<file path="config.mk">
export PLATFORM = sky130hd
export DESIGN_NAME = signal_phase_message_parser_flat
export DESIGN_NICKNAME = d
export VERILOG_FILES = /design/src/hdl/spmp_pkg.sv /design/src/hdl/spmp_ifs.sv /design/src/hdl/spmp_front.sv /design/src/hdl/spmp_queue.sv /design/src/hdl/spmp_back.sv /design/src/hdl/signal_phase_message_parser.sv /design/src/flat_wrapper.sv
export SDC_FILE = /design/constraint.sdc
export NUM_CORES = 1
export LEC_CHECK = 0
export BUFFER_PORTS_ARGS = -buffer_cell sky130_fd_sc_hd__buf_2
export CORE_ASPECT_RATIO = 1.25
export CORE_MARGIN = 2
export CORE_UTILIZATION = 40
export CTS_CLUSTER_SIZE = 20
export DETAILED_ROUTE_END_ITERATION = 6
export PLACE_DENSITY = 0.71
export SLEW_MARGIN = 20
export SYNTH_ARGS = -nofsm -noshare
export SYNTH_HDL_FRONTEND = slang
export SYNTH_SLANG_ARGS = --single-unit
</file>
<file path="constraint.sdc">
create_clock -name clk -period 6.8 [get_ports clk]
set_input_delay 0.68 -clock clk [delete_from_list [all_inputs] [get_ports clk]]
set_output_delay 0.68 -clock clk [all_outputs]
set_load 0.005 [all_outputs]
</file>
<file path="src/hdl/spmp_pkg.sv">
package spmp_pkg;

	localparam int unsigned HDR_BYTES = 7;
	localparam int unsigned ID_BYTES = 2;
	localparam logic [7:0] MAX_PHASE_RESET = 8'd32;
	localparam int unsigned QUEUE_DEPTH = 4;

	localparam int unsigned CFG_DATA_W = 32;
	localparam int unsigned CFG_ADDR_W = 1;
	localparam logic [CFG_ADDR_W-1:0] REG_MAX_PHASE = 1'b0;

	// field load carried out by the back end
	typedef enum logic [2:0] {
		LD_NONE,
		LD_ID,
		LD_TS,
		LD_GROUP,
		LD_STATE,
		LD_HAS,
		LD_TIMEHI,
		LD_TIMELO
	} load_t;

	typedef enum logic [2:0] {
		ST_PHASE    = 3'd0,
		ST_OK       = 3'd1,
		ST_SHORT    = 3'd2,
		ST_TRUNC    = 3'd3,
		ST_BADCOUNT = 3'd4
	} status_t;

	// one classified byte, front to back
	typedef struct packed {
		load_t       load;
		logic [7:0]  data;
		logic        emit;
		logic        hdr;
		logic        phase;
		logic [7:0]  idx;
		status_t     status;
		logic        mend;
	} op_t;

endpackage

</file>
<file path="src/hdl/spmp_ifs.sv">
interface spmp_in_if;
	logic       valid;
	logic       ready;
	logic [7:0] data_byte;
	logic       buffer_end;

	modport source (output valid, output data_byte, output buffer_end, input ready);
	modport sink (input valid, input data_byte, input buffer_end, output ready);
endinterface

interface spmp_out_if;
	logic        valid;
	logic        ready;
	logic [15:0] intersection_id;
	logic [31:0] timestamp_ms;
	logic [7:0]  phase_index;
	logic [7:0]  signal_group;
	logic [7:0]  phase_state;
	logic        has_time;
	logic [15:0] time_to_change_ms;
	logic [2:0]  status;
	logic        message_end;

	modport source (
		output valid, output intersection_id, output timestamp_ms, output phase_index,
		output signal_group, output phase_state, output has_time,
		output time_to_change_ms, output status, output message_end, input ready
	);
	modport sink (
		input valid, input intersection_id, input timestamp_ms, input phase_index,
		input signal_group, input phase_state, input has_time,
		input time_to_change_ms, input status, input message_end, output ready
	);
endinterface

</file>
<file path="src/hdl/spmp_front.sv">
module spmp_front (
	input  logic              clk,
	input  logic              arst_n,
	spmp_in_if.sink           msg,
	input  logic [7:0]        max_phase,
	input  logic              q_full,
	output logic              push,
	output spmp_pkg::op_t     op
);

	typedef enum logic [2:0] {
		P_HEADER,
		P_GROUP,
		P_STATE,
		P_HASTIME,
		P_TIMEHI,
		P_TIMELO
	} pos_t;

	pos_t       pos_q, pos_d;
	logic [2:0] hcnt_q, hcnt_d;
	logic [7:0] expect_q, expect_d;
	logic [7:0] done_q, done_d;
	logic       skip_q, skip_d;
	logic [7:0] done_inc;
	logic       b;
	logic       e;

	assign msg.ready = !q_full;
	assign push = msg.valid && !q_full;
	assign e = msg.buffer_end;
	assign b = (msg.data_byte != 8'd0);
	assign done_inc = done_q + 8'd1;

	always_comb begin
		pos_d = pos_q;
		hcnt_d = hcnt_q;
		expect_d = expect_q;
		done_d = done_q;
		skip_d = skip_q;
		op = '0;
		op.load = spmp_pkg::LD_NONE;
		op.status = spmp_pkg::ST_PHASE;
		op.data = msg.data_byte;
		op.idx = done_q;
		op.hdr = 1'b1;

		if (skip_q) begin
			if (e) begin
				skip_d = 1'b0;
				pos_d = P_HEADER;
				hcnt_d = '0;
			end
		end else begin
			case (pos_q)
				P_HEADER: begin
					if (hcnt_q == 3'(spmp_pkg::HDR_BYTES - 1)) begin
						expect_d = msg.data_byte;
						done_d = '0;
						hcnt_d = '0;
						op.idx = '0;
						if (!b) begin
							op.emit = 1'b1;
							op.status = spmp_pkg::ST_BADCOUNT;
							op.mend = 1'b1;
							if (!e) skip_d = 1'b1;
						end else if (e) begin
							// count byte was the last one
							op.emit = 1'b1;
							op.status = spmp_pkg::ST_TRUNC;
							op.mend = 1'b1;
						end else begin
							pos_d = P_GROUP;
						end
					end else begin
						op.load = (hcnt_q < 3'(spmp_pkg::ID_BYTES)) ? spmp_pkg::LD_ID
							: spmp_pkg::LD_TS;
						hcnt_d = hcnt_q + 3'd1;
						if (e) begin
							op.emit = 1'b1;
							op.hdr = 1'b0;
							op.idx = '0;
							op.status = spmp_pkg::ST_SHORT;
							op.mend = 1'b1;
							hcnt_d = '0;
						end
					end
				end
				P_GROUP, P_STATE, P_TIMEHI, P_HASTIME, P_TIMELO: begin
					case (pos_q)
						P_GROUP: begin
							op.load = spmp_pkg::LD_GROUP;
							pos_d = P_STATE;
						end
						P_STATE: begin
							op.load = spmp_pkg::LD_STATE;
							pos_d = P_HASTIME;
						end
						P_HASTIME: begin
							op.load = spmp_pkg::LD_HAS;
							pos_d = P_TIMEHI;
						end
						P_TIMEHI: begin
							op.load = spmp_pkg::LD_TIMEHI;
							pos_d = P_TIMELO;
						end
						default: begin
							op.load = spmp_pkg::LD_TIMELO;
						end
					endcase
					if (pos_q == P_TIMELO || (pos_q == P_HASTIME && !b)) begin
						// phase complete
						done_d = done_inc;
						op.emit = 1'b1;
						op.phase = 1'b1;
						if (done_inc == expect_q) begin
							op.status = (expect_q > max_phase) ? spmp_pkg::ST_BADCOUNT
								: spmp_pkg::ST_OK;
							op.mend = 1'b1;
							if (e) begin
								pos_d = P_HEADER;
							end else begin
								skip_d = 1'b1;
							end
						end else if (e) begin
							op.status = spmp_pkg::ST_TRUNC;
							op.mend = 1'b1;
							pos_d = P_HEADER;
						end else begin
							pos_d = P_GROUP;
						end
					end else if (e) begin
						op.emit = 1'b1;
						op.status = spmp_pkg::ST_TRUNC;
						op.mend = 1'b1;
						pos_d = P_HEADER;
					end
				end
				default: begin
					pos_d = P_HEADER;
					hcnt_d = '0;
				end
			endcase
		end
	end

	always_ff @(posedge clk or negedge arst_n) begin
		if (!arst_n) begin
			pos_q <= P_HEADER;
			hcnt_q <= '0;
			expect_q <= '0;
			done_q <= '0;
			skip_q <= 1'b0;
		end else if (push) begin
			pos_q <= pos_d;
			hcnt_q <= hcnt_d;
			expect_q <= expect_d;
			done_q <= done_d;
			skip_q <= skip_d;
		end
	end

endmodule

</file>
<file path="src/hdl/spmp_queue.sv">
module spmp_queue #(
	parameter int unsigned DEPTH = spmp_pkg::QUEUE_DEPTH
) (
	input  logic          clk,
	input  logic          arst_n,
	input  logic          push,
	input  spmp_pkg::op_t push_op,
	output logic          full,
	input  logic          pop,
	output logic          not_empty,
	output spmp_pkg::op_t head
);

	localparam int unsigned PTR_W = (DEPTH > 1) ? $clog2(DEPTH) : 1;
	localparam int unsigned CNT_W = $clog2(DEPTH + 1);

	spmp_pkg::op_t        mem_q [DEPTH];
	logic [PTR_W-1:0]     wr_q;
	logic [PTR_W-1:0]     rd_q;
	logic [CNT_W-1:0]     cnt_q;
	logic                 do_pop;

	assign full = (cnt_q == CNT_W'(DEPTH));
	assign not_empty = (cnt_q != '0);
	assign head = mem_q[rd_q];
	assign do_pop = pop && not_empty;

	always_ff @(posedge clk) begin
		if (push) mem_q[wr_q] <= push_op;
	end

	always_ff @(posedge clk or negedge arst_n) begin
		if (!arst_n) begin
			wr_q <= '0;
			rd_q <= '0;
			cnt_q <= '0;
		end else begin
			if (push) wr_q <= (wr_q == PTR_W'(DEPTH - 1)) ? '0 : wr_q + PTR_W'(1);
			if (do_pop) rd_q <= (rd_q == PTR_W'(DEPTH - 1)) ? '0 : rd_q + PTR_W'(1);
			if (push && !do_pop) cnt_q <= cnt_q + CNT_W'(1);
			else if (do_pop && !push) cnt_q <= cnt_q - CNT_W'(1);
		end
	end

endmodule

</file>
<file path="src/hdl/spmp_back.sv">
module spmp_back (
	input  logic          clk,
	input  logic          arst_n,
	input  logic          q_valid,
	input  spmp_pkg::op_t q_op,
	output logic          pop,
	spmp_out_if.source    phase
);

	logic [15:0] id_q, id_d;
	logic [31:0] ts_q, ts_d;
	logic [7:0]  grp_q, grp_d;
	logic [7:0]  st_q, st_d;
	logic        has_q, has_d;
	logic [15:0] tim_q, tim_d;
	logic        vld_q;
	logic        take;

	// pop whenever the output slot is free or being drained
	assign pop = q_valid && (!vld_q || phase.ready);
	assign take = pop && q_op.emit;
	assign phase.valid = vld_q;

	always_comb begin
		id_d = id_q;
		ts_d = ts_q;
		grp_d = grp_q;
		st_d = st_q;
		has_d = has_q;
		tim_d = tim_q;
		case (q_op.load)
			spmp_pkg::LD_ID:     id_d = {id_q[7:0], q_op.data};
			spmp_pkg::LD_TS:     ts_d = {ts_q[23:0], q_op.data};
			spmp_pkg::LD_GROUP: begin
				grp_d = q_op.data;
				st_d = '0;
				has_d = 1'b0;
				tim_d = '0;
			end
			spmp_pkg::LD_STATE:  st_d = q_op.data;
			spmp_pkg::LD_HAS: begin
				has_d = (q_op.data != 8'd0);
				tim_d = '0;
			end
			spmp_pkg::LD_TIMEHI: tim_d = {q_op.data, 8'd0};
			spmp_pkg::LD_TIMELO: tim_d = {tim_q[15:8], q_op.data};
			default: ;
		endcase
	end

	always_ff @(posedge clk) begin
		if (pop) begin
			id_q <= id_d;
			ts_q <= ts_d;
			grp_q <= grp_d;
			st_q <= st_d;
			has_q <= has_d;
			tim_q <= tim_d;
		end
		if (take) begin
			phase.intersection_id <= q_op.hdr ? id_d : '0;
			phase.timestamp_ms <= q_op.hdr ? ts_d : '0;
			phase.phase_index <= q_op.idx;
			phase.signal_group <= q_op.phase ? grp_d : '0;
			phase.phase_state <= q_op.phase ? st_d : '0;
			phase.has_time <= q_op.phase ? has_d : 1'b0;
			phase.time_to_change_ms <= q_op.phase ? tim_d : '0;
			phase.status <= q_op.status;
			phase.message_end <= q_op.mend;
		end
	end

	always_ff @(posedge clk or negedge arst_n) begin
		if (!arst_n) begin
			vld_q <= 1'b0;
		end else if (take) begin
			vld_q <= 1'b1;
		end else if (phase.ready) begin
			vld_q <= 1'b0;
		end
	end

endmodule

</file>
<file path="src/hdl/signal_phase_message_parser.sv">
// channel | dir | payload                                   | handshake
// msg     | in  | data_byte[7:0], buffer_end                | valid/ready
// phase   | out | id, timestamp, index, group, state, time, | valid/ready
//         |     | has_time, status[2:0], message_end        |
// apb     | in  | max_phase_count at 0x0                    | psel/penable, pready=1
//
// One byte per cycle while the queue is not full; a result is held first in the queue
// (queue write), then in the output register.
// Front classifies each byte against the parse position and pushes a load/emit
// word into a small queue; back applies the field load and fills the output register.
// arst_n clears parse position, queue pointers and output valid.
// A stalled output fills the queue; msg.ready drops only when the queue is full.
module signal_phase_message_parser #(
	parameter int unsigned QUEUE_DEPTH = spmp_pkg::QUEUE_DEPTH
) (
	input  logic                              clk,
	input  logic                              arst_n,
	spmp_in_if.sink                           msg,
	spmp_out_if.source                        phase,
	input  logic                              psel,
	input  logic                              penable,
	input  logic                              pwrite,
	input  logic [spmp_pkg::CFG_ADDR_W-1:0]   paddr,
	input  logic [spmp_pkg::CFG_DATA_W-1:0]   pwdata,
	output logic [spmp_pkg::CFG_DATA_W-1:0]   prdata,
	output logic                              pready
);

	logic [7:0]    max_phase_q;
	logic          q_full;
	logic          q_push;
	logic          q_pop;
	logic          q_valid;
	spmp_pkg::op_t push_op;
	spmp_pkg::op_t head_op;

	// config register
	assign pready = 1'b1;
	assign prdata = (paddr == spmp_pkg::REG_MAX_PHASE)
		? {{(spmp_pkg::CFG_DATA_W - 8){1'b0}}, max_phase_q} : '0;

	always_ff @(posedge clk or negedge arst_n) begin
		if (!arst_n) begin
			max_phase_q <= spmp_pkg::MAX_PHASE_RESET;
		end else if (psel && penable && pwrite && paddr == spmp_pkg::REG_MAX_PHASE) begin
			max_phase_q <= pwdata[7:0];
		end
	end

	// front: parse position tracking and byte classification
	spmp_front u_front (
		.clk       (clk),
		.arst_n    (arst_n),
		.msg       (msg),
		.max_phase (max_phase_q),
		.q_full    (q_full),
		.push      (q_push),
		.op        (push_op)
	);

	spmp_queue #(
		.DEPTH (QUEUE_DEPTH)
	) u_queue (
		.clk       (clk),
		.arst_n    (arst_n),
		.push      (q_push),
		.push_op   (push_op),
		.full      (q_full),
		.pop       (q_pop),
		.not_empty (q_valid),
		.head      (head_op)
	);

	// back: field assembly and result register
	spmp_back u_back (
		.clk     (clk),
		.arst_n  (arst_n),
		.q_valid (q_valid),
		.q_op    (head_op),
		.pop     (q_pop),
		.phase   (phase)
	);

endmodule

</file>
<file path="src/flat_wrapper.sv">
// flat-port wrapper written by rule: the top's interface ports become plain ports
module signal_phase_message_parser_flat 
#(
	parameter int unsigned QUEUE_DEPTH = spmp_pkg::QUEUE_DEPTH
)
  (clk, arst_n, psel, penable, pwrite, paddr, pwdata, prdata, pready, msg_valid, msg_data_byte, msg_buffer_end, msg_ready, phase_valid, phase_intersection_id, phase_timestamp_ms, phase_phase_index, phase_signal_group, phase_phase_state, phase_has_time, phase_time_to_change_ms, phase_status, phase_message_end, phase_ready);
  spmp_in_if msg_i ();
  spmp_out_if phase_i ();
  input  logic clk;
  input  logic arst_n;
  input  logic psel;
  input  logic penable;
  input  logic pwrite;
  input  logic [spmp_pkg::CFG_ADDR_W-1:0] paddr;
  input  logic [spmp_pkg::CFG_DATA_W-1:0] pwdata;
  output logic [spmp_pkg::CFG_DATA_W-1:0] prdata;
  output logic pready;
  input wire logic [$bits(msg_i.valid)-1:0] msg_valid;
  input wire logic [$bits(msg_i.data_byte)-1:0] msg_data_byte;
  input wire logic [$bits(msg_i.buffer_end)-1:0] msg_buffer_end;
  output wire logic [$bits(msg_i.ready)-1:0] msg_ready;
  output wire logic [$bits(phase_i.valid)-1:0] phase_valid;
  output wire logic [$bits(phase_i.intersection_id)-1:0] phase_intersection_id;
  output wire logic [$bits(phase_i.timestamp_ms)-1:0] phase_timestamp_ms;
  output wire logic [$bits(phase_i.phase_index)-1:0] phase_phase_index;
  output wire logic [$bits(phase_i.signal_group)-1:0] phase_signal_group;
  output wire logic [$bits(phase_i.phase_state)-1:0] phase_phase_state;
  output wire logic [$bits(phase_i.has_time)-1:0] phase_has_time;
  output wire logic [$bits(phase_i.time_to_change_ms)-1:0] phase_time_to_change_ms;
  output wire logic [$bits(phase_i.status)-1:0] phase_status;
  output wire logic [$bits(phase_i.message_end)-1:0] phase_message_end;
  input wire logic [$bits(phase_i.ready)-1:0] phase_ready;
  assign msg_i.valid = msg_valid;
  assign msg_i.data_byte = msg_data_byte;
  assign msg_i.buffer_end = msg_buffer_end;
  assign msg_ready = msg_i.ready;
  assign phase_valid = phase_i.valid;
  assign phase_intersection_id = phase_i.intersection_id;
  assign phase_timestamp_ms = phase_i.timestamp_ms;
  assign phase_phase_index = phase_i.phase_index;
  assign phase_signal_group = phase_i.signal_group;
  assign phase_phase_state = phase_i.phase_state;
  assign phase_has_time = phase_i.has_time;
  assign phase_time_to_change_ms = phase_i.time_to_change_ms;
  assign phase_status = phase_i.status;
  assign phase_message_end = phase_i.message_end;
  assign phase_i.ready = phase_ready;
  signal_phase_message_parser #(.QUEUE_DEPTH(QUEUE_DEPTH)) u_core (.clk(clk), .arst_n(arst_n), .msg(msg_i), .phase(phase_i), .psel(psel), .penable(penable), .pwrite(pwrite), .paddr(paddr), .pwdata(pwdata), .prdata(prdata), .pready(pready));
endmodule
</file>
# == After elaboration in Yosys (flattened, before gate mapping) ==
# Memories as Yosys holds them, arrays and structs flattened.
# Index checks and enable logic that the tools add are counted.
# op_classes
bitwise_logic,2
n_eq_ne,24
magnitude_cmp,2
muxes,65
n_addsub,6
reduce_logical,30
# ops
op,count
$mux 3,16
$pmux 16 s3,1
$mux 8,5
$mux 32,1
$pmux 8 s2,2
$eq 3x3->1 const B,8
$mux 12,2
$pmux 3 s4,2
$mux 1,19
$pmux 3 s2,3
$mux 16,1
$reduce_bool 8->1,2
$mux 15,1
$eq 3x2->1 const B,4
$mux 4,3
$logic_and 1x1->1,10
$mux 2,5
$reduce_and 5->1,2
$ne 3x3->1 const B,3
$add 8x1->8 const B,1
$eq 8x8->1,1
$gt 8x8->1,1
$ne 2x2->1 const B,4
$pmux 4 s2,1
other kinds (17),31
# word_totals
reg_bits,213
output_inout_bits,128
word_cells,155
n_memories,1
ramBits,104
# mem_list
memory,depth,word_bits,rd,rd_ports_with_merged_regs,wr,line_no,text
u_core.u_queue.mem_q,4,26,1,0,1,spmp_queue.sv:17,spmp_pkg::op_t mem_q [DEPTH];

# == Depth between registers and ports, before layout ==
# Gate-level depths: netlist of the first run.
# depth
ltp_word,7
mapped_depth,11

# == By module ==
# From an unflattened synthesis of the first run, not the netlist that was laid out.
# hier_totals
hier_cells,874
hier_area_um2,13863.3
# by_module_without_submodules
module,area_per_inst_um2,seq_area_each_um2,cells_each,n_inst
spmp_back,7174.4,5250.0,424,1
spmp_queue,4225.3,3298.2,173,1
spmp_front,1883.1,575.6,225,1
signal_phase_message_parser,580.6,201.4,52,1

# == Worst setup path before layout of the first run ==
# OpenSTA, ideal clock, no wires.
# synth_timing
path_type,in2reg
from,in phase_ready
to,"reg u_core.u_back.phase.has_time, enable pin"
n_path_buf,0
path_stages,5
arrival_time_ps,4881
required_ps,6338
setup_slack_ps,1456
path_cell_list,inv_1 nand2_1 o31ai_1 inv_1 and2_1
# synth_via
elab_chain_cells,3
# synth_rtl
item,line_no,text
start: declaration,flat_wrapper.sv:32,input wire logic [$bits(phase_i.ready)-1:0] phase_ready;
$logic_or 1x1->1,spmp_back.sv:20,assign pop = q_valid && (!vld_q || phase.ready);
$logic_and 1x1->1,spmp_back.sv:20,
net u_core.q_pop,signal_phase_message_parser.sv:32,logic q_pop;
$logic_and 1x1->1,spmp_back.sv:21,assign take = pop && q_op.emit;
net u_core.u_back.take,spmp_back.sv:17,logic take;
end signal: assignment,spmp_back.sv:66,phase.has_time <= q_op.phase ? has_d : 1'b0;
end: declaration,spmp_ifs.sv:26,"output signal_group, output phase_state, output has_time,"
# The timed path passes the listed nets, and every way through them passes these cells.
# A chain may end at the register's enable or synchronous reset.

# == Worst setup path after layout of the first run ==
# layout_timing
from,reg u_core.u_queue.rd_q[0]
to,reg u_core.u_back.phase.intersection_id[0] (data pin)
# layout_via
elab_chain_cells,3
# layout_rtl
item,line_no,text
start: declaration,spmp_queue.sv:19,logic [PTR_W-1:0] rd_q;
start signal: assignment,spmp_queue.sv:39,if (do_pop) rd_q <= (rd_q == PTR_W'(DEPTH - 1)) ? '0 : rd_q + PTR_W'(1);
$mem_v2 4x26 *,-,
$eq 3x1->1,spmp_back.sv:31,case (q_op.load)
$mux 16 *,spmp_back.sv:31,
net u_core.u_back.id_d[0],spmp_back.sv:10,"logic [15:0] id_q, id_d;"
end signal: assignment,spmp_back.sv:61,phase.intersection_id <= q_op.hdr ? id_d : '0;
end: declaration,spmp_ifs.sv:25,"output valid, output intersection_id, output timestamp_ms, output phase_index,"
# The timed path passes the listed nets; every way through them passes the cells marked *.

==> summary.md, run 1 <==
| Metric | Value |
|---|---|
| Total CTS buffers | `31` |
| Share of the yosys chip area belonging to registers | `0.6936` |
| Part of the total power dissipated in sequential elements | `0.450` |
| Commonest non-fill, non-tap cells in the layout | `sky130_fd_sc_hd__edfxtp_1 (278), sky130_fd_sc_hd__buf_2 (127), sky130_fd_sc_hd__nor2b_1 (81), sky130_fd_sc_hd__mux2_2 (67), sky130_fd_sc_hd__dfrtp_1 (37)` |
| Period minus WS final | `3.465 ns` |
| Switching Share | `0.3139` |
| Post-DP HPWL | `15,680 um` |
| Number of antenna repair diodes | `0` |
| Count of flip-flops with a built-in enable after synthesis | `278` |
| Leakage | `between 5 and 6 nW` |
| Global Route Usage Sum | `0.1374` |
| Die height | `209.0 um` |
| Worst hold path type | `input port to async pin` |
| Largest net degree at the start of global routing | `83` |
| Worst slack on hold paths | `between 0.2 and 0.25 ns` |
| Max Clock Freq | `slightly below 300 MHz` |
| CP Buf/Inv Count | `1` |
| Post-Synthesis Cells | `roughly 840` |
| Switching power of the nets | `roughly 2.5 mW` |
| CTS Hold Buffers Added | `0` |
| Post-synth top flop | `sky130_fd_sc_hd__edfxtp_1` |
| Internal cell power | `between 5 and 6 mW` |
| Starting utilization of the core area | `0.4036` |
| Gr ovfl total | `0` |
| Total DRC errors in the routed layout | `0` |
| Final total negative setup slack | `0 ns` |
| Total of cells resized after clock tree synthesis | `0` |
| Max-slew violation count | `0` |
| Post-layout power | `approximately 8 mW` |
| Length of the first detailed-routing pass in iterations | `5` |
| Critical setup path kind | `flop to flop` |
| Longest Clk Path Bufs | `3` |
| Via count | `~7,200` |
| Final hold violation count | `0` |
| Area of the placeable core | `~0.033 mm2` |
| Setup repair after global routing missed its margin | `false` |
| Power density over the cells | `about 520 mW/mm2` |
| Std cell rows | `75` |
| Initial DRC Count | `between 500 and 600` |
| Combinational fraction of design power | `0.334` |
| Final cell count without fillers | `1,418` |
| Number of vias per cell after detailed routing | `5.076` |
| Cell count after placement | `between 1,000 and 1,500` |
| Ys Warns | `0` |
| Critical path endpoint category | `flop` |
| Post-synth design cell area | `0.01345 mm2` |
| CP Launch Type | `flop` |
| Area Overhead vs Synth | `15.33%` |
| Worst path slowest cell | `sky130_fd_sc_hd__nor3b_4` |
| Overall die width | `approximately 170 um` |
| Count of input and output buffers | `roughly 130` |
| Setup violators final | `0` |
| Clock slew at the register clock pins of the worst setup and hold paths | `0.06 ns` |
| Setup clock skew after layout | `between 0.01 and 0.015 ns` |
| Antenna-violating nets left | `0` |
| Clock insertion delay at the later pin of the skew report | `between 0.5 and 0.6 ns` |
| # H-tree levels | `1` |
| Number of top-level design ports | `177` |
| First-pass GRT wire length | `approximately 38,000 um` |
| Nets | `~1,000` |
| VDD IR max | `263.3 uV` |
| Avg Cell Area, Syn | `between 15 and 20 um2` |
| Cells along the critical path | `buf_4 > mux4_2 > nor3b_4 > mux2_2 > nor2b_1` |
| Clock tree from TritonCTS | `yes` |
| Number of antenna violations at the first check in global routing | `0` |
| Routed wire per std cell | `around 17 um` |
| Setup repair bufs after CTS | `0` |
| Routability-driven placement congestion ratio | `between 0.8 and 0.9` |
| Buffer cell driving the clock tree root | `sky130_fd_sc_hd__clkbuf_16` |
| Distinct cell type count after synthesis | `66` |
| Result of the run | `finished clean` |
| Final period util | `0.5096` |
| Leading cell type in the layout, fill and taps excluded | `sky130_fd_sc_hd__edfxtp_1` |
| Clock network power share | `0.217` |
| Max-slew headroom | `0.2922` |
| Filler cell count in the final layout | `2,839` |
| Critical path arrival | `about 3.8 ns` |
| Flop and latch count out of synthesis | `approximately 320` |
| Transition at the pin with the smallest max-transition slack | `1.062 ns` |
| Vias in the first global route | `roughly 7,000` |
| Share of layout cells above drive strength 1 | `0.3045` |
| Clk sinks | `317` |
| Number of maximum-capacitance constraint violations | `0` |
| Maximum fanout along the worst path | `18` |
| Critical Path Max Stage Delay | `approximately 0.87 ns` |
| CP required | `roughly 7.1 ns` |
| Top delay family on crit path | `multiplexers` |
| Synth async-reset ratio | `0.1230` |
| Routed Wire Length | `~25,000 um` |
| Full die area | `0.03511 mm2` |
-- cells by family after synthesis --
| family | count (synthesis) | synth area share |
|---|---|---|
| simple gates | 209 | 0.09017 |
| compound gates | 94 | 0.04895 |
| fa+ha+maj | 18 | 0.01731 |
| other cells | 2 | 0.0005586 |
| xor+xnor | 13 | 0.008468 |
| flops | 317 | 0.6936 |
| mux | 104 | 0.1097 |
| buf+inv | 80 | 0.03127 |
-- per-layer routing --
metal / global-route usage / up-vias / part of all wire
met5: 0 / - / 0
met4: 0.04018 / 0 / 0.018
met1: 0.1831 / 3593 / 0.43
li1: - / 3381 / -
met2: 0.2324 / 193 / 0.50
met3: 0.02311 / 31 / 0.049
-- power by group through the flow --
stage               Sequential (mW)  Combinational (mW)  Clock, mW
detailed placement             3.69                2.74          0
CTS                            3.66                2.76       1.80
global placement               3.66                2.69          0
global route                   3.73                2.99       1.87
floorplan                      3.64                1.87          0
finish                         3.64                2.71       1.76
-- synthesized netlist by cell type, types with 14 or more instances --
master / count / area share
sky130_fd_sc_hd__inv_1: 18 / 0.0050
sky130_fd_sc_hd__a21oi_1: 14 / 0.0052
sky130_fd_sc_hd__ha_1: 17 / 0.016
sky130_fd_sc_hd__a22o_1: 25 / 0.016
sky130_fd_sc_hd__nor2b_1: 81 / 0.038
sky130_fd_sc_hd__mux4_2: 24 / 0.040
sky130_fd_sc_hd__clkbuf_1: 22 / 0.0061
sky130_fd_sc_hd__dfrtp_1: 38 / 0.071
sky130_fd_sc_hd__mux2_2: 67 / 0.056
sky130_fd_sc_hd__nor2_1: 31 / 0.0087
sky130_fd_sc_hd__edfxtp_1: 278 / 0.62
sky130_fd_sc_hd__o21ai_0: 20 / 0.0074
sky130_fd_sc_hd__buf_4: 25 / 0.014
sky130_fd_sc_hd__nand2_1: 28 / 0.0078
-- sequential cells by signal, indices dropped and copies added (netlist names), 3 cells and up --
| name | count |
|---|---|
| u_core.u_queue.mem_q | 104 |
| u_core.u_back.phase.timestamp_ms | 32 |
| u_core.u_back.ts_q | 32 |
| u_core.u_back.id_q | 16 |
| u_core.u_back.phase.intersection_id | 16 |
| u_core.u_back.phase.time_to_change_ms | 16 |
| u_core.u_back.tim_q | 16 |
| u_core.max_phase_q | 8 |
| u_core.u_back.grp_q | 8 |
| u_core.u_back.phase.phase_index | 8 |
| u_core.u_back.phase.phase_state | 8 |
| u_core.u_back.phase.signal_group | 8 |
| u_core.u_back.st_q | 8 |
| u_core.u_front.done_q | 8 |
| u_core.u_front.expect_q | 8 |
| u_core.u_back.phase.status | 3 |
| u_core.u_front.hcnt_q | 3 |
| u_core.u_front.pos_q | 3 |
| u_core.u_queue.cnt_q | 3 |
-- path summary, 6_finish.rpt --
kind	startpoint	endpoint	slack, ns	depth (start not counted)
setup / recovery	u_core.u_queue.rd_q[0]	u_core.u_back.phase.intersection_id[0]	3.33	5
hold / removal	arst_n	u_core.u_queue.cnt_q[0]	0.24	1
setup reg to reg	u_core.u_queue.rd_q[0]	u_core.u_back.phase.intersection_id[0]	3.33	5
hold reg to reg	u_core.u_queue.cnt_q[2]	u_core.u_queue.cnt_q[2]	0.50	1
max in group asynchronous	arst_n	u_core.u_queue.rd_q[0]	5.91	1
min in group clk	pwdata[6]	u_core.max_phase_q[6]	0.35	2
-- area by class of cell --
cell class                      instances  area [um2]  share of cell area
Clock buffer                           38       802.0             0.05172
Clock inverter                         19       246.5             0.01590
Inverter                               19       72.57            0.004680
Multi-Input combinational cell        463        3804              0.2453
Sequential cell                       317        9326              0.6015
Timing Repair Buffer                  139       725.7             0.04680
Tap cell                              423       529.3             0.03413
-- through the flow --
step | instance area [um2] | setup WS (ns) | util
global placement | 14460 | 3.308 | 0.4340
finish | 15510 | 3.335 | 0.4655
global route | 15510 | 3.072 | 0.4655
floorplan | 13530 | 1.456 | -
detailed placement | 14460 | 3.255 | 0.4340
CTS | 15510 | 3.240 | 0.4655
Note: power is estimated with default switching activity, not from simulation.
==> run 2, diff against run 1 <==
==> constraint.sdc (replaced) <==
create_clock -name clk -period 3.4 [get_ports clk]
set_input_delay 0.34 -clock clk [delete_from_list [all_inputs] [get_ports clk]]
set_output_delay 0.34 -clock clk [all_outputs]
set_load 0.005 [all_outputs]
==> run 2 against run 1 <==
Compared with the run above: largest power group unchanged; global-route usage rose by 0.57 points; count of clock-buffer cells in the layout up 2; cell area grew 0.92%; routed wire length rose by 3.0%; register-to-register slack got worse by 2.8 ns; critical path type unchanged; highest routed layer unchanged; final cell count rose by 0.85%; largest cell class unchanged; setup slack lost 2.8 ns; die area did not move; flip-flop and latch count is the same; core utilization up 0.43 points.
==> summary.md, run 2 (synthesis gave the netlist of run 1 again) <==
| Metric | Value |
|---|---|
| Full die area | `roughly 0.035 mm2` |
| Post-placement setup slack | `0.5409 ns` |
| Max Clock Freq | `~350 MHz` |
| Setup repair after global routing missed its margin | `false` |
| Final std cell area, no fill | `between 0.015 and 0.02 mm2` |
| Critical path endpoint category | `flop` |
| Clock slew at the register clock pins of the worst setup and hold paths | `0.06 ns` |
| Setup clock skew after layout | `around 0.013 ns` |
| FF+latch area | `between 0.009 and 0.01 mm2` |
| Setup violators final | `0` |
| Vias in the first global route | `7,196` |
| Max reg flops | `~100` |
| Routability-driven placement congestion ratio | `roughly 0.84` |
| Antenna-violating nets left | `0` |
| Registers with the most flip-flops | `u_core.u_queue.mem_q x104, u_core.u_back.phase.timestamp_ms x32, u_core.u_back.ts_q x32` |
| Max-slew headroom | `0.3990` |
| Starting utilization of the core area | `0.4036` |
| Area of the placeable core | `about 0.033 mm2` |
| Total DRC errors in the routed layout | `0` |
| Initial DRC Count | `504` |
| Final total negative setup slack | `0 ns` |
| Result of the run | `finished clean` |
| First-pass GRT wire length | `around 40,000 um` |
| Final hold violation count | `0` |
| Number of maximum-capacitance constraint violations | `0` |
| # H-tree levels | `1` |
| Top delay family on crit path | `multiplexers` |
| Worst slack on hold paths | `just over 0.05 ns` |
| Power density over the cells | `~1000 mW/mm2` |
| Longest Clk Path Bufs | `3` |
| Filler cell count in the final layout | `about 2,800` |
| Maximum fanout along the worst path | `32` |
| Critical Path Max Stage Delay | `approximately 0.66 ns` |
| Total of cells resized after clock tree synthesis | `0` |
| Commonest non-fill, non-tap cells in the layout | `sky130_fd_sc_hd__edfxtp_1 (278), sky130_fd_sc_hd__buf_2 (127), sky130_fd_sc_hd__nor2b_1 (81), sky130_fd_sc_hd__mux2_2 (67), sky130_fd_sc_hd__dfrtp_1 (37)` |
| VDD IR max | `around 430 uV` |
| Critical path arrival | `3.12 ns` |
| Post-DP HPWL | `~16,000 um` |
| Transition at the pin with the smallest max-transition slack | `0.9015 ns` |
| Number of vias per cell after detailed routing | `between 5 and 6` |
| Number of antenna repair diodes | `0` |
| Final period util | `0.8351` |
| Number of top-level design ports | `roughly 180` |
| Overall die width | `168.0 um` |
| Cell count after placement | `1,364` |
| Placed cell area | `around 0.014 mm2` |
| Global Route Usage Sum | `0.1431` |
| Total CTS buffers | `31` |
| Setup repair bufs after CTS | `0` |
| Via count | `slightly above 7,000` |
| Area Overhead vs Synth | `16.39%` |
| Post-layout power | `around 16 mW` |
| Leading cell type in the layout, fill and taps excluded | `sky130_fd_sc_hd__edfxtp_1` |
| Final cell count without fillers | `1,430` |
| Length of the first detailed-routing pass in iterations | `5` |
| Share of layout cells above drive strength 1 | `0.3069` |
| Std cell rows | `between 70 and 80` |
| CTS Hold Buffers Added | `9` |
| Clk sinks | `roughly 320` |
| Max-slew violation count | `0` |
| Buffer cell driving the clock tree root | `sky130_fd_sc_hd__clkbuf_16` |
| Die height | `roughly 210 um` |
| Number of antenna violations at the first check in global routing | `0` |
| Setup WS post-layout | `0.5607 ns` |
| Cells along the critical path | `mux4_2 > nand2b_1 > nor2_2 > buf_4 > mux2_2 > nor2b_1` |
| Leakage | `between 5 and 6 nW` |
| CP required | `between 3 and 4 ns` |
| Clock tree from TritonCTS | `yes` |
| Worst path slowest cell | `sky130_fd_sc_hd__mux4_2` |
| CP Buf/Inv Count | `1` |
| Critical setup path kind | `flop to flop` |
| Count of input and output buffers | `roughly 130` |
| Footprint of the multi-input gates | `0.003804 mm2` |
| Period minus WS final | `approximately 2.8 ns` |
| Largest net degree at the start of global routing | `83` |
| Routed Wire Length | `around 25,000 um` |
| Clock insertion delay at the later pin of the skew report | `roughly 0.56 ns` |
| Gr ovfl total | `0` |
| Reg with most FFs | `u_core.u_queue.mem_q` |
| CP Launch Type | `flop` |
| Routed wire per std cell | `17.69 um` |
| Nets | `between 1,000 and 1,500` |
| Share of the core filled with cells in the final layout | `0.4697` |
| Worst hold path type | `input port to flop` |
==> run 2: area by class of cell <==
type / count / area share
multi-input combinational: 463 / 0.2431
clock buffer: 40 / 0.05429
tap: 423 / 0.03382
sequential: 317 / 0.5960
inverter: 19 / 0.004797
clock inverter: 17 / 0.01423
timing repair buffer: 151 / 0.05381
==> run 2: worst register-to-register path: stages (launching register included) <==
cell                       delay [ns]
sky130_fd_sc_hd__dfrtp_2         0.62
sky130_fd_sc_hd__mux4_2          0.66
sky130_fd_sc_hd__nand2b_1        0.21
sky130_fd_sc_hd__nor2_2          0.12
sky130_fd_sc_hd__buf_4           0.39
sky130_fd_sc_hd__mux2_2          0.41
sky130_fd_sc_hd__nor2b_1         0.15
==> run 2: metal layers <==
layer,vias to the layer above,wire (um),GRT usage
met2,194,12650,0.2471
li1,3410,-,-
met5,-,0,0
met1,3588,10990,0.1890
met4,0,516,0.04048
met3,36,1143,0.02102
==> run 2: worst paths after layout <==
path | from | to | depth (start not counted) | slack, ns
min in group asynchronous | arst_n | u_core.u_back.phase.valid | 2 | 0.43
worst max-delay path | u_core.u_queue.rd_q[0] | u_core.u_back.phase.timestamp_ms[4] | 6 | 0.56
worst min-delay path | msg_data_byte[4] | u_core.u_queue.mem_q[1][19] | 1 | 0.05
worst max register to register | u_core.u_queue.rd_q[0] | u_core.u_back.phase.timestamp_ms[4] | 6 | 0.56
worst min register to register | u_core.max_phase_q[3] | u_core.max_phase_q[3] | 1 | 0.50
max in group asynchronous | arst_n | u_core.u_queue.rd_q[0] | 2 | 2.33
==> run 2: report_power, final <==
part | leakage [nW] | switching (mW) | internal [mW]
clock | 0.523 | 1.43 | 2.14
combinational | 2.23 | 3.08 | 2.40
sequential | 3.19 | 0.632 | 6.68
total | 5.95 | 5.14 | 11.2
==> run 3, diff against run 2 <==
==> constraint.sdc (replaced) <==
create_clock -name clk -period 3 [get_ports clk]
set_input_delay 0.3 -clock clk [delete_from_list [all_inputs] [get_ports clk]]
set_output_delay 0.3 -clock clk [all_outputs]
set_load 0.005 [all_outputs]
==> run 3 against run 2 <==
Compared with the run above: sequential power increased by 13%; cell area increased by 1.5%; routed wire length grew 0.69%; clock skew is 0.012 ns higher; flip-flop and latch count did not move; combinational power is 19% higher; count of clock-buffer cells in the layout down 3; sequential share of layout area down 0.89 points; die area unchanged; final cell count up 1.2%; global-route usage about the same.
==> summary.md, run 3 (synthesis gave the netlist of run 1 again) <==
| Metric | Value |
|---|---|
| Result of the run | `finished clean` |
| Setup WS post-layout | `0.2896 ns` |
| Buffer cell driving the clock tree root | `sky130_fd_sc_hd__clkbuf_16` |
| Registers with the most flip-flops | `u_core.u_queue.mem_q x104, u_core.u_back.phase.timestamp_ms x32, u_core.u_back.ts_q x32` |
| Largest net degree at the start of global routing | `83` |
| Number of vias per cell after detailed routing | `around 5.1` |
| Period minus WS final | `between 2 and 3 ns` |
| Reg with most FFs | `u_core.u_queue.mem_q` |
| Max Clock Freq | `roughly 370 MHz` |
| Max reg flops | `~100` |
| Final hold violation count | `0` |
| Clock insertion delay at the later pin of the skew report | `between 0.5 and 0.6 ns` |
| Total DRC errors in the routed layout | `0` |
| Commonest non-fill, non-tap cells in the layout | `sky130_fd_sc_hd__edfxtp_1 (278), sky130_fd_sc_hd__buf_2 (127), sky130_fd_sc_hd__nor2b_1 (81), sky130_fd_sc_hd__mux2_2 (67), sky130_fd_sc_hd__dfrtp_1 (38)` |
| Critical path arrival | `approximately 3.1 ns` |
| Antenna-violating nets left | `0` |
| Leakage | `~6 nW` |
| Number of antenna violations at the first check in global routing | `0` |
| Leading cell type in the layout, fill and taps excluded | `sky130_fd_sc_hd__edfxtp_1` |
| CP required | `around 3.3 ns` |
| Met2 WL | `~13,000 um` |
| Setup repair after global routing missed its margin | `false` |
| Footprint of the multi-input gates | `roughly 0.0038 mm2` |
| Area of the placeable core | `about 0.033 mm2` |
| Via count | `7,424` |
| First-pass GRT wire length | `around 40,000 um` |
| Routability-driven placement congestion ratio | `roughly 0.83` |
| Nets | `approximately 1,100` |
| Max-slew headroom | `0.3844` |
| Number of maximum-capacitance constraint violations | `0` |
| Post-DP HPWL | `between 15,000 and 20,000 um` |
| Cell count after placement | `about 1,400` |
| Worst hold path type | `input port to flop` |
| Final total negative setup slack | `0 ns` |
| Final period util | `0.9035` |
| DR WL met3 | `~1300 um` |
| Clock tree from TritonCTS | `yes` |
| Setup violators final | `0` |
| Std cell rows | `between 70 and 80` |
| Length of the first detailed-routing pass in iterations | `5` |
| Vias in the first global route | `a little over 7,000` |
| VDD IR max | `approximately 570 uV` |
| Routed length on met1 | `11,030 um` |
| Global Route Usage Sum | `0.1434` |
| Transition at the pin with the smallest max-transition slack | `0.9234 ns` |
| Total of cells resized after clock tree synthesis | `0` |
| Number of antenna repair diodes | `0` |
| Power density over the cells | `about 1200 mW/mm2` |
| Die height | `between 200 and 250 um` |
| Final cell count without fillers | `roughly 1,400` |
| Initial DRC Count | `approximately 640` |
| Setup repair bufs after CTS | `0` |
| Critical path endpoint category | `flop` |
| Overall die width | `168.0 um` |
| Post-placement setup slack | `0.2821 ns` |
| Count of input and output buffers | `~130` |
| Critical setup path kind | `input port to flop` |
| CP Launch Type | `input port` |
| Area Overhead vs Synth | `18.13%` |
| FF+latch area | `around 0.0093 mm2` |
| Gr ovfl total | `0` |
| Post-layout power | `approximately 19 mW` |
| Clock slew at the register clock pins of the worst setup and hold paths | `0.06 ns` |
| Longest Clk Path Bufs | `3` |
| Maximum fanout along the worst path | `6` |
| CTS Hold Buffers Added | `15` |
| Worst slack on hold paths | `0.03956 ns` |
| Full die area | `roughly 0.035 mm2` |
| Total CTS buffers | `31` |
| Share of layout cells above drive strength 1 | `0.3154` |
| Max layer used | `met4` |
| Clk sinks | `~320` |
| # H-tree levels | `1` |
| Filler cell count in the final layout | `2,780` |
| Routed Wire Length | `25,470 um` |
| Number of top-level design ports | `between 150 and 200` |
| Starting utilization of the core area | `0.4036` |
| Max-slew violation count | `0` |
| Setup clock skew after layout | `between 0.02 and 0.03 ns` |
| Routed wire per std cell | `about 18 um` |
run 3: cell types whose count changed in the layout (fill, tap and decap cells not counted), sizes merged:
cell,before,now
clkinv,8,11
buf,142,153
clkinvlp,2,4
dlygate4sd3,9,15
inv,21,19
clkbuf,40,37
run 3: final cells by class:
type | instances | share of cell area
inverter | 19 | 0.004727
tap | 423 | 0.03332
clock inverter | 20 | 0.01520
clock buffer | 37 | 0.05278
timing repair buffer | 168 | 0.06649
sequential | 317 | 0.5871
multi-input combinational | 463 | 0.2404
run 3: power breakdown:
group | switching (mW) | total (mW) | internal [mW]
Clock | 1.63 | 4.05 | 2.42
Sequential | 0.705 | 8.27 | 7.56
Combinational | 3.56 | 6.52 | 2.96
run 3: through the flow:
stage / instance area (um2) / utilization
floorplan: 13550 / -
global route: 15880 / 0.4768
global placement: 14650 / 0.4399
finish: 15880 / 0.4768
CTS: 15880 / 0.4768
detailed placement: 14650 / 0.4399
run 3: final timing paths:
path | start | endpoint | slack, ns | cells past startpoint
max in group asynchronous | arst_n | u_core.u_back.phase.valid | 1.99 | 2
hold / removal | msg_data_byte[2] | u_core.u_queue.mem_q[3][17] | 0.04 | 1
setup / recovery | msg_data_byte[5] | u_core.u_queue.mem_q[3][3] | 0.29 | 8
setup reg to reg | u_core.u_queue.rd_q[0] | u_core.u_back.phase.has_time | 0.36 | 6
hold reg to reg | u_core.u_back.phase.valid | u_core.u_back.phase.valid | 0.50 | 1
min in group asynchronous | arst_n | u_core.max_phase_q[7] | 0.41 | 2
run 3: routing by layer:
layer	global-route usage	vias to the layer above
li1	-	3438
met1	0.1894	3721
met2	0.2438	231
met3	0.02330	34
met4	0.04438	0
met5	0	-
run 3: worst max-delay path, cell delays in order:
cell and delay [ns]:
sky130_fd_sc_hd__dlygate4sd3_1 0.53, sky130_fd_sc_hd__buf_2 0.16, sky130_fd_sc_hd__or4_1 0.62, sky130_fd_sc_hd__o31ai_4 0.37, sky130_fd_sc_hd__nand2_2 0.17, sky130_fd_sc_hd__nor4_2 0.42, sky130_fd_sc_hd__a21oi_1 0.12, sky130_fd_sc_hd__nor2_1 0.33
